**src/b40_pkg.sv**
```systemverilog
// Shared constants and types for the base-40 code string encoder.
`timescale 1ns / 1ps

package b40_pkg;

   localparam int unsigned B40_LATENCY = 10;

   localparam logic [31:0] B40_LIMIT1   = 32'hF424_0000;
   localparam logic [31:0] B40_LIMIT2   = 32'hFA3E_8000;
   localparam logic [31:0] B40_DEMO_NVK = 32'h5191_75B7;
   localparam logic [31:0] B40_DEMO_RDO = 32'h5191_7645;
   localparam logic [31:0] B40_DEMO_PRF = 32'h5191_7603;
   localparam logic [31:0] B40_DEMO_MST = 32'h5191_758C;

   localparam logic [6:0] CHAR_BANG  = 7'h21;
   localparam logic [6:0] CHAR_HASH  = 7'h23;
   localparam logic [6:0] CHAR_AMP   = 7'h26;
   localparam logic [6:0] CHAR_PLUS  = 7'h2B;
   localparam logic [6:0] CHAR_MINUS = 7'h2D;
   localparam logic [6:0] CHAR_ZERO  = 7'h30;
   localparam logic [6:0] CHAR_UPPER_A = 7'h41;
   localparam logic [6:0] CHAR_UNDER = 7'h5F;
   localparam logic [6:0] CHAR_D     = 7'h44;
   localparam logic [6:0] CHAR_E     = 7'h45;
   localparam logic [6:0] CHAR_M     = 7'h4D;
   localparam logic [6:0] CHAR_O     = 7'h4F;

   // Last three letters of each demo name, in demo index order
   localparam logic [6:0] DEMO_SUFFIX [4][3] = '{
      '{7'h4E, 7'h56, 7'h4B},   // NVK
      '{7'h52, 7'h44, 7'h4F},   // RDO
      '{7'h50, 7'h52, 7'h46},   // PRF
      '{7'h4D, 7'h53, 7'h54}    // MST
   };

   typedef enum logic [1:0] {
      DEMO_NVK = 2'd0,
      DEMO_RDO = 2'd1,
      DEMO_PRF = 2'd2,
      DEMO_MST = 2'd3
   } demo_idx_type;

   typedef struct packed {
      logic         vld;
      logic         demo_hit;
      demo_idx_type demo_idx;
      logic         over1;
      logic         over2;
   } ctl_type;

endpackage

```
**src/b40_split3.sv**
```systemverilog
// Pipelined split of a value below 68000 into three base-40 digits.
`timescale 1ns / 1ps

module b40_split3 (
   input  logic        clock,
   input  logic [16:0] x,
   output logic [5:0]  dig_hi,
   output logic [5:0]  dig_mid,
   output logic [5:0]  dig_lo
);
   import b40_pkg::*;

   logic [21:0] prod_a;
   logic [5:0]  a_in;
   logic [5:0]  a_ff;
   logic [16:0] xa_ff;

   logic [16:0] prod_b;
   logic [16:0] diff_b;
   logic [10:0] t_in;
   logic [10:0] tb_ff;
   logic [5:0]  ab_ff;

   logic [17:0] prod_c;
   logic [5:0]  b_in;
   logic [5:0]  bc_ff;
   logic [10:0] tc_ff;
   logic [5:0]  ac_ff;

   logic [10:0] prod_d;
   logic [10:0] diff_d;
   logic [5:0]  c_in;
   logic [5:0]  dig_hi_ff;
   logic [5:0]  dig_mid_ff;
   logic [5:0]  dig_lo_ff;

   // x / 1600 = (x >> 6) / 25, reciprocal 1311 / 2^15 exact below 4681
   assign prod_a = {11'd0, x[16:6]} * 22'd1311;
   assign a_in   = prod_a[20:15];

   assign prod_b = {11'd0, a_ff} * 17'd1600;
   assign diff_b = xa_ff - prod_b;
   assign t_in   = diff_b[10:0];

   // t / 40 = (t >> 3) / 5, reciprocal 205 / 2^10 exact below 1024
   assign prod_c = {10'd0, tb_ff[10:3]} * 18'd205;
   assign b_in   = prod_c[15:10];

   assign prod_d = {5'd0, bc_ff} * 11'd40;
   assign diff_d = tc_ff - prod_d;
   assign c_in   = diff_d[5:0];

   always_ff @(posedge clock) begin
      a_ff       <= a_in;
      xa_ff      <= x;
      tb_ff      <= t_in;
      ab_ff      <= a_ff;
      bc_ff      <= b_in;
      tc_ff      <= tb_ff;
      ac_ff      <= ab_ff;
      dig_hi_ff  <= ac_ff;
      dig_mid_ff <= bc_ff;
      dig_lo_ff  <= c_in;
   end

   assign dig_hi  = dig_hi_ff;
   assign dig_mid = dig_mid_ff;
   assign dig_lo  = dig_lo_ff;

endmodule

```
**src/base40_code_string_encoder.sv**
```systemverilog
// Top level of the base-40 code string encoder.
`timescale 1ns / 1ps
//
// Channel   | Ports                                 | Transfer
// ----------+---------------------------------------+-------------------------------
// request   | start, busy, req_code                 | start high while busy low
// response  | rsp_strobe, rsp_text_char_0..5,       | one cycle with rsp_strobe high
//           | rsp_check_char, rsp_fixed_name_used   |
//
// One code may be taken every cycle; busy stays low. Responses leave in request order.
// The pipeline holds, in order: input register, reciprocal divide by 64000, remainder,
// a four-stage digit split, character map, check sum and the response register.
// Synchronous reset empties the pipeline. The receiver cannot stall, so no response is
// ever held back.

module base40_code_string_encoder (
   input  logic        clock,
   input  logic        reset,
   input  logic        start,
   output logic        busy,
   input  logic [31:0] req_code,
   output logic        rsp_strobe,
   output logic [6:0]  rsp_text_char_0,
   output logic [6:0]  rsp_text_char_1,
   output logic [6:0]  rsp_text_char_2,
   output logic [6:0]  rsp_text_char_3,
   output logic [6:0]  rsp_text_char_4,
   output logic [6:0]  rsp_text_char_5,
   output logic [6:0]  rsp_check_char,
   output logic        rsp_fixed_name_used
);
   import b40_pkg::*;

   localparam int CTL_DEPTH = 7;

   function automatic logic [6:0] digit_char(input logic [5:0] d);
      logic [5:0] w;
      logic [6:0] c;
      w = (d >= 6'd40) ? d - 6'd40 : d;
      priority if (w <= 6'd9)  c = CHAR_ZERO + {1'b0, w};
      else if (w <= 6'd35)     c = CHAR_UPPER_A + {1'b0, w} - 7'd10;
      else if (w == 6'd36)     c = CHAR_PLUS;
      else if (w == 6'd37)     c = CHAR_MINUS;
      else if (w == 6'd38)     c = CHAR_AMP;
      else                     c = CHAR_UNDER;
      return c;
   endfunction

   function automatic logic [5:0] mod40(input logic [7:0] v);
      logic [7:0] r;
      r = v;
      if (r >= 8'd160) r = r - 8'd160;
      if (r >= 8'd80)  r = r - 8'd80;
      if (r >= 8'd40)  r = r - 8'd40;
      return r[5:0];
   endfunction

   logic        vld0_ff;
   logic [31:0] code0_ff;
   logic        vld1_ff;
   logic [31:0] code1_ff;
   logic [46:0] prod_q;
   logic [16:0] q_in;
   logic [16:0] q1_ff;

   logic [31:0] prod_lo;
   logic [31:0] diff_lo;
   logic [16:0] hi_ff;
   logic [16:0] lo_ff;
   ctl_type     ctl_in;
   ctl_type     ctl_ff [CTL_DEPTH];

   logic [5:0]  dig [6];
   logic [6:0]  char_in [6];
   logic [6:0]  char_ff [6];
   logic [6:0]  word_ff [6];
   logic [7:0]  sum_in;
   logic [7:0]  sum_ff;

   logic [6:0]  chk_char;
   logic [6:0]  out_char_in [6];
   logic [6:0]  out_check_in;
   logic [6:0]  out_char_ff [6];
   logic [6:0]  out_check_ff;
   logic        out_demo_ff;
   logic        out_strobe_ff;

   // code / 64000 = (code >> 9) / 125, reciprocal 8589935 / 2^30
   assign prod_q = {24'd0, code0_ff[31:9]} * 47'd8589935;
   assign q_in   = prod_q[46:30];

   assign prod_lo = {15'd0, q1_ff} * 32'd64000;
   assign diff_lo = code1_ff - prod_lo;

   always_comb begin
      ctl_in          = '0;
      ctl_in.vld      = vld1_ff;
      ctl_in.over1    = (code1_ff >= B40_LIMIT1);
      ctl_in.over2    = (code1_ff >= B40_LIMIT2);
      ctl_in.demo_hit = 1'b1;
      priority if (code1_ff == B40_DEMO_NVK) ctl_in.demo_idx = DEMO_NVK;
      else if (code1_ff == B40_DEMO_RDO)     ctl_in.demo_idx = DEMO_RDO;
      else if (code1_ff == B40_DEMO_PRF)     ctl_in.demo_idx = DEMO_PRF;
      else if (code1_ff == B40_DEMO_MST)     ctl_in.demo_idx = DEMO_MST;
      else                                   ctl_in.demo_hit = 1'b0;
   end

   always_ff @(posedge clock) begin
      code0_ff <= req_code;
      q1_ff    <= q_in;
      code1_ff <= code0_ff;
      hi_ff    <= q1_ff;
      lo_ff    <= {1'b0, diff_lo[15:0]};
      if (reset) begin
         vld0_ff <= 1'b0;
         vld1_ff <= 1'b0;
         for (int i = 0; i < CTL_DEPTH; i++) ctl_ff[i] <= '0;
      end else begin
         vld0_ff   <= start && !busy;
         vld1_ff   <= vld0_ff;
         ctl_ff[0] <= ctl_in;
         for (int i = 1; i < CTL_DEPTH; i++) ctl_ff[i] <= ctl_ff[i-1];
      end
   end

   b40_split3 u_split_hi (
      .clock   (clock),
      .x       (hi_ff),
      .dig_hi  (dig[0]),
      .dig_mid (dig[1]),
      .dig_lo  (dig[2])
   );

   b40_split3 u_split_lo (
      .clock   (clock),
      .x       (lo_ff),
      .dig_hi  (dig[3]),
      .dig_mid (dig[4]),
      .dig_lo  (dig[5])
   );

   always_comb begin
      for (int i = 0; i < 6; i++) char_in[i] = digit_char(dig[i]);
   end

   // Check sum: start at 0xFF, rotate left by two, add each character
   always_comb begin
      logic [7:0] s;
      s = 8'hFF;
      for (int i = 0; i < 6; i++) s = {s[5:0], s[7:6]} + {1'b0, char_ff[i]};
      sum_in = s;
   end

   always_ff @(posedge clock) begin
      char_ff <= char_in;
      word_ff <= char_ff;
      sum_ff  <= sum_in;
   end

   assign chk_char = digit_char(mod40(sum_ff));

   always_comb begin
      out_char_in  = word_ff;
      out_check_in = chk_char;
      if (ctl_ff[6].over2) begin
         out_char_in[0] = CHAR_HASH;
      end else if (ctl_ff[6].over1) begin
         out_char_in[0] = CHAR_BANG;
      end
      if (ctl_ff[6].demo_hit) begin
         out_char_in[0] = CHAR_D;
         out_char_in[1] = CHAR_E;
         out_char_in[2] = CHAR_M;
         out_char_in[3] = CHAR_O;
         out_char_in[4] = DEMO_SUFFIX[ctl_ff[6].demo_idx][0];
         out_char_in[5] = DEMO_SUFFIX[ctl_ff[6].demo_idx][1];
         out_check_in   = DEMO_SUFFIX[ctl_ff[6].demo_idx][2];
      end
   end

   always_ff @(posedge clock) begin
      out_char_ff  <= out_char_in;
      out_check_ff <= out_check_in;
      out_demo_ff  <= ctl_ff[6].demo_hit;
      if (reset) begin
         out_strobe_ff <= 1'b0;
      end else begin
         out_strobe_ff <= ctl_ff[6].vld;
      end
   end

   assign busy                = 1'b0;
   assign rsp_strobe          = out_strobe_ff;
   assign rsp_text_char_0     = out_char_ff[0];
   assign rsp_text_char_1     = out_char_ff[1];
   assign rsp_text_char_2     = out_char_ff[2];
   assign rsp_text_char_3     = out_char_ff[3];
   assign rsp_text_char_4     = out_char_ff[4];
   assign rsp_text_char_5     = out_char_ff[5];
   assign rsp_check_char      = out_check_ff;
   assign rsp_fixed_name_used = out_demo_ff;

endmodule

```
**config.mk**
```make
export PLATFORM = sky130hd
export DESIGN_NAME = base40_code_string_encoder
export DESIGN_NICKNAME = d
export VERILOG_FILES = /design/src/b40_pkg.sv /design/src/b40_split3.sv /design/src/base40_code_string_encoder.sv
export SDC_FILE = /design/constraint.sdc
export NUM_CORES = 1
export LEC_CHECK = 0
export BUFFER_PORTS_ARGS = -buffer_cell sky130_fd_sc_hd__buf_2
export CAP_MARGIN = 20
export CORE_MARGIN = 1.5
export CORE_UTILIZATION = 45
export CTS_BUF_LIST = sky130_fd_sc_hd__clkbuf_4 sky130_fd_sc_hd__clkbuf_8 sky130_fd_sc_hd__clkbuf_16
export CTS_CLUSTER_SIZE = 24
export DETAILED_ROUTE_END_ITERATION = 8
export PLACE_DENSITY_LB_ADDON = 0.15
export SYNTH_ARGS = -nofsm -noshare
export SYNTH_HDL_FRONTEND = slang
export SYNTH_SLANG_ARGS = --single-unit
```
**constraint.sdc**
```tcl
create_clock -name clock -period 10.15 [get_ports clock]
set_clock_uncertainty 0.05 [all_clocks]
set_input_delay 1.5225 -clock clock [delete_from_list [all_inputs] [get_ports clock]]
set_output_delay 1.5225 -clock clock [all_outputs]
set_load 0.01 [all_outputs]
```
Yosys cells after proc, flatten, opt, wreduce, memory -nomap -nowiden
Memory sizes are Yosys's and may differ from the RTL's.
Cells that the tools add are included.
- memories: 1
- RAM bits: 42
- output and inout port bits: 52
- register bits after elaboration: 399
- bits of input ports: 35
- word-level logic and storage cells: 234
- memory list (memory ; depth ; bits a word ; read ports ; clocked after Yosys merged registers in ; write ports ; line ; RTL):
    ctl_ff ; 7 ; 6 ; 7 ; 0 ; 7 ; base40_code_string_encoder.sv:71 ; ctl_type ctl_ff [CTL_DEPTH];
- bitwise logic cells: 8
- reduce and logical (&&, ||, !) cells: 1
- $mul: 10
- order comparisons: 27
- multiplexer cells: 70
- add/sub/neg operators: 42
- equal/unequal tests: 25
- operator list (operator ; number):
    $mux W7 ; 38
    $eq A32 B31 Y1 const B ; 4
    $eq A6 B6 Y1 const B ; 21
    $mux W6 ; 15
    $ge A32 B32 Y1 const B ; 2
    $add A6 B6 Y7 const A ; 7
    $add A7 B6 Y7 const A ; 7
    $sub A7 B4 Y7 const B ; 7
    $sub A6 B6 Y6 const B ; 8
    $mul A23 B24 Y47 const B ; 1
    $bmux W21 S2 ; 1
    $ge A6 B6 Y1 const B ; 7
    $le A6 B4 Y1 const B ; 7
    $le A6 B6 Y1 const B ; 7
    $mux W21 ; 2
    $add A8 B7 Y8 ; 5
    $mul A8 B8 Y16 const B ; 2
    $sub A11 B11 Y11 ; 2
    $mul A10 B11 Y21 const B ; 1
    $mul A11 B11 Y21 const B ; 1
    $mul A17 B7 Y7 const B ; 1
    $mux W8 ; 2
    $sub A16 B16 Y16 ; 1
    $mux W14 ; 1
    15 further kinds ; 33

Depth between registers and ports, before layout
- depth after elaboration: 15
- depth in mapped cells: 47
- gate-level depth less buffers: 47

Cells and area by module
Synthesis repeated with hierarchy kept, for this count alone.
- cells, all modules: 3017
- area total of the unflattened synthesis: 30890.9 um2
- modules (own cells, without submodules) (module ; sequential area each (um2) ; instances ; area each (um2) ; cells an instance):
    base40_code_string_encoder ; 6025.8 ; 1 ; 20230.7 ; 1989
    b40_split3 ; 1401.3 ; 2 ; 5330.1 ; 514

Least setup slack after synthesis
No wires, ideal clock.
- path type: register to register
- start point: register char_ff[37] (netlist bit)
- end point: register sum_ff[7]
- arrival: 7418 ps
- setup slack: 2562 ps
- cell stages (with the launch flop): 45
- library setup time: 120 ps
- path buffers: 0
- clock period less this slack: 7588 ps
- required time: 9980 ps
- cell sequence: dfxtp_1 > nor2_1 > nand2_1 > or4_1 > inv_1 > ha_1 > a21o_1 > a21oi_1 > o21bai_1 > a21oi_1 > o21bai_1 > a21oi_1 > xor2_1 > ha_1 > a21o_1 > a21oi_1 > o21bai_1 > a21oi_1 > (+9 left out) > a21oi_1 > xnor2_1 > ha_1 > a21o_1 > a21oi_1 > o21bai_1 > a21oi_1 > o21bai_1 > a21oi_1 > xnor2_1 > ha_1 > a21o_1 > a21oi_1 > o21bai_1 > a21oi_1 > o21bai_1 > a21oi_1 > xnor2_1
- cells in the longest elaborated chain, start to end: 6
- ends and longest elaborated chain (item ; line ; RTL):
    start: declaration ; base40_code_string_encoder.sv:75 ; logic [6:0] char_ff [6];
    start signal: assignment ; base40_code_string_encoder.sv:155 ; char_ff <= char_in;
    $add A8 B7 Y8 (6 in a row) ; base40_code_string_encoder.sv:150 ; for (int i = 0; i < 6; i++) s = {s[5:0], s[7:6]} + {1'b0, char_ff[i]};
    named net sum_in[7] ; base40_code_string_encoder.sv:77 ; logic [7:0] sum_in;
    end signal: assignment ; base40_code_string_encoder.sv:157 ; sum_ff <= sum_in;
    end: declaration ; base40_code_string_encoder.sv:78 ; logic [7:0] sum_ff;
The timed path passes the listed nets, and every way through them passes these cells.
A chain may end at the register's enable or synchronous reset.

Final worst setup path
Same ends and word-level chain as after synthesis.

==> impl_metrics.tcl <==
set metrics [dict create \
    yosys_register_bits 441 \
    nFillCells 5836 \
    rows 93 \
    synth_area_um2 29500 \
    synth_edf_count 0 \
    max_cap_viol_count 0 \
    synth_compound_area_share_pct 8.78 \
    slew_headroom_pct 44.7 \
    grt_first_pass_wirelength_um 99600 \
    finalSetupViolCount 0 \
    drc 0 \
    cp-start-kind "flop" \
    setup_tns_ns 0 \
    grt_max_degree 60 \
    io_pins 87 \
    min_path_cells 0 \
    finalHoldViolCount 0 \
    avgSynthCellArea_um2 10.5 \
    grt-ovfl-total 0 \
    drtAntennaViolNets 0 \
    nets 3812 \
    core_um2 64600 \
    required_ns 10.58 \
    routabilityCongestion 0.852 \
    clock.fmax_mhz 115 \
    min_period_ns 8.70 \
    synth_ff_type "dfxtp_1" \
    n_antenna_cell 0 \
    antenna_found_initial 0 \
    async_reset_ff_share_pct 0 \
    path_class "reg2reg" \
    multi_input_area_um2 18300 \
    layout-drive-gt1-share_pct 7.65 \
    first_iter_violations 662 \
    yosysSeqAreaShare_pct 30.0 \
    path_common_cell "a21oi_1" \
    start_util_pct 45.6 \
    seq_area_um2 8830 \
    drt-vias-per-instance 4.91 \
    final.period_utilization_pct 85.7 \
    hpwl_um 48300 \
    grt_pass1_vias 20100 \
    worst_pin_slew_ns 0.830 \
    grtUsageTotal_pct 18.3 \
    yosys.area_share.xor_xnor_pct 3.51 \
    synth_nets 3697 \
    die_y_um 259 \
    io_buffers 85 \
    synthSimpleGateAreaFrac_pct 6.52 \
    drt-wirelength-per-cell_um 15.4 \
    max_stage_delay_ns 0.46 \
    firstDrtPassIters 5 \
    cpMaxStageDelayCell "or4_1" \
    final_common_cell "ha_1" \
    arrival_ns 9.12 \
    run_status "finished clean" \
    ys_types 82 \
    cts_resized 0 \
    cts_setup_buffers 0 \
    syn2layout_area_growth_pct 10.9 \
    fp.dieW_um 259 \
    synthCells 2798 \
    synth_fa_ha_area_share_pct 43.1 \
    vias 18700 \
    clk_pin_slew_worst_paths_ns 0.06 \
    clock_path_buffers 3 \
    path_max_fanout 4 \
    cp-end-kind "flop" \
    clock_latency_ns 0.61 \
    report.final.slew_viol_count 0 \
    synth_top_family_by_area "adder cells" \
    clockRootBuffer "clkbuf_16" \
    ff2ff_path_depth 44 \
    numCtsBuffers 49 \
    min_path_type "reg2reg" \
    cts_tree "done" \
    synth_mux_area_share_pct 0.280 \
    rsz0062_at_grt "false" \
    ys_warn_count 0 \
    hold_buffers 0 \
    final_cell_mix "ha_1 (614), inv_1 (592), dfxtp_1 (440), fa_1 (250), a21oi_1 (119)" \
    dieArea_um2 67000 \
    wirelength_um 58600 \
    htreeDepth 2 \
    cts_sinks 441 \
]
routing by layer:
metal	share of wire, %	track usage, %	up-vias
met1	44	22.6	8983
met4	3.6	6.90	0
li1	-	-	9367
met2	49	32.7	257
met5	0	0	-
met3	2.9	2.25	106
cell families after synthesis:
logic type | after synthesis
adder cells (fa/ha/maj) | 864
AO/OA/AOI/OAI | 384
flip-flops | 441
XOR/XNOR | 118
AND/OR/NAND/NOR | 366
buffers and inverters | 617
other | 1
multiplexers | 7
sequential cells by signal, indices dropped and copies added (netlist names), 16 cells and up:
signal    count
q1_ff        17
code1_ff     32
code0_ff     32
lo_ff        16
hi_ff        17
char_ff      42
word_ff      42
ctl_ff       42
cell usage after synthesis (4+ instances only):
cell type	count	area share [%]
a211oi_1	9	0.23
a21o_1	45	1.1
a21oi_1	119	2.0
a31o_2	4	0.12
a31oi_1	14	0.30
a32o_1	6	0.20
a32oi_1	7	0.21
and3_1	17	0.36
buf_1	4	0.051
clkbuf_1	16	0.20
dfxtp_1	441	30
fa_1	250	17
ha_1	614	26
inv_1	592	7.5
nand2_1	68	0.87
nand2b_1	8	0.17
nand3_1	18	0.31
nand3b_1	4	0.10
nand4_1	12	0.25
nand4b_1	6	0.18
nor2_1	85	1.1
nor2b_1	68	1.4
nor3_1	27	0.46
nor4_1	10	0.21
nor4b_1	5	0.15
o211ai_1	4	0.10
o21a_1	20	0.51
o21ai_0	52	0.88
o21ai_1	6	0.10
o21bai_1	18	0.46
o22a_1	14	0.42
o22ai_1	8	0.17
o31a_1	10	0.30
o31ai_1	8	0.20
or2_2	19	0.40
xnor2_1	89	2.6
xor2_1	29	0.86
critical path: cells and delay by family (launching register included):
kind | cells | cell delay [ns]
AO/OA/AOI/OAI | 30 | 5.14
buffers and inverters | 1 | 0.08
adder cells (fa/ha/maj) | 5 | 1.35
flip-flops | 1 | 0.34
XOR/XNOR | 5 | 0.89
AND/OR/NAND/NOR | 3 | 0.71
metrics by stage:
step / hold slack [ns] / util, % / worst slack (ns) / instances / cell area (um^2)
after floorplan: 0.260 / - / 2.56 / 2798 / 29500
after global placement: 0.260 / 47.8 / 2.04 / 3717 / 30900
after detailed placement: 0.262 / 47.8 / 1.66 / 3717 / 30900
after CTS: 0.254 / 50.6 / 1.58 / 3808 / 32700
after global routing: 0.253 / 50.6 / 0.759 / 3808 / 32700
final: 0.255 / 50.6 / 1.45 / 3808 / 32700
path summary, 6_finish.rpt:
kind	startpoint	endpoint	slack, ns
max	char_ff[37]	sum_ff[7]	1.45
min	u_split_hi.xa_ff[1]	u_split_hi.tb_ff[1]	0.25
max reg2reg	char_ff[37]	sum_ff[7]	1.45
min reg2reg	u_split_hi.xa_ff[1]	u_split_hi.tb_ff[1]	0.25
area by class of cell:
cell class | instances | share of cell area (%)
clock buffer | 60 | 4.12
clock inverter | 31 | 1.35
sequential | 441 | 27.0
timing repair buffer | 86 | 1.33
multi-input combinational | 1740 | 56.1
tap | 855 | 3.27
inverter | 595 | 6.84
Power is not shown: default switching activity piles up to over one toggle a cycle in this logic, so the estimate is an artifact.
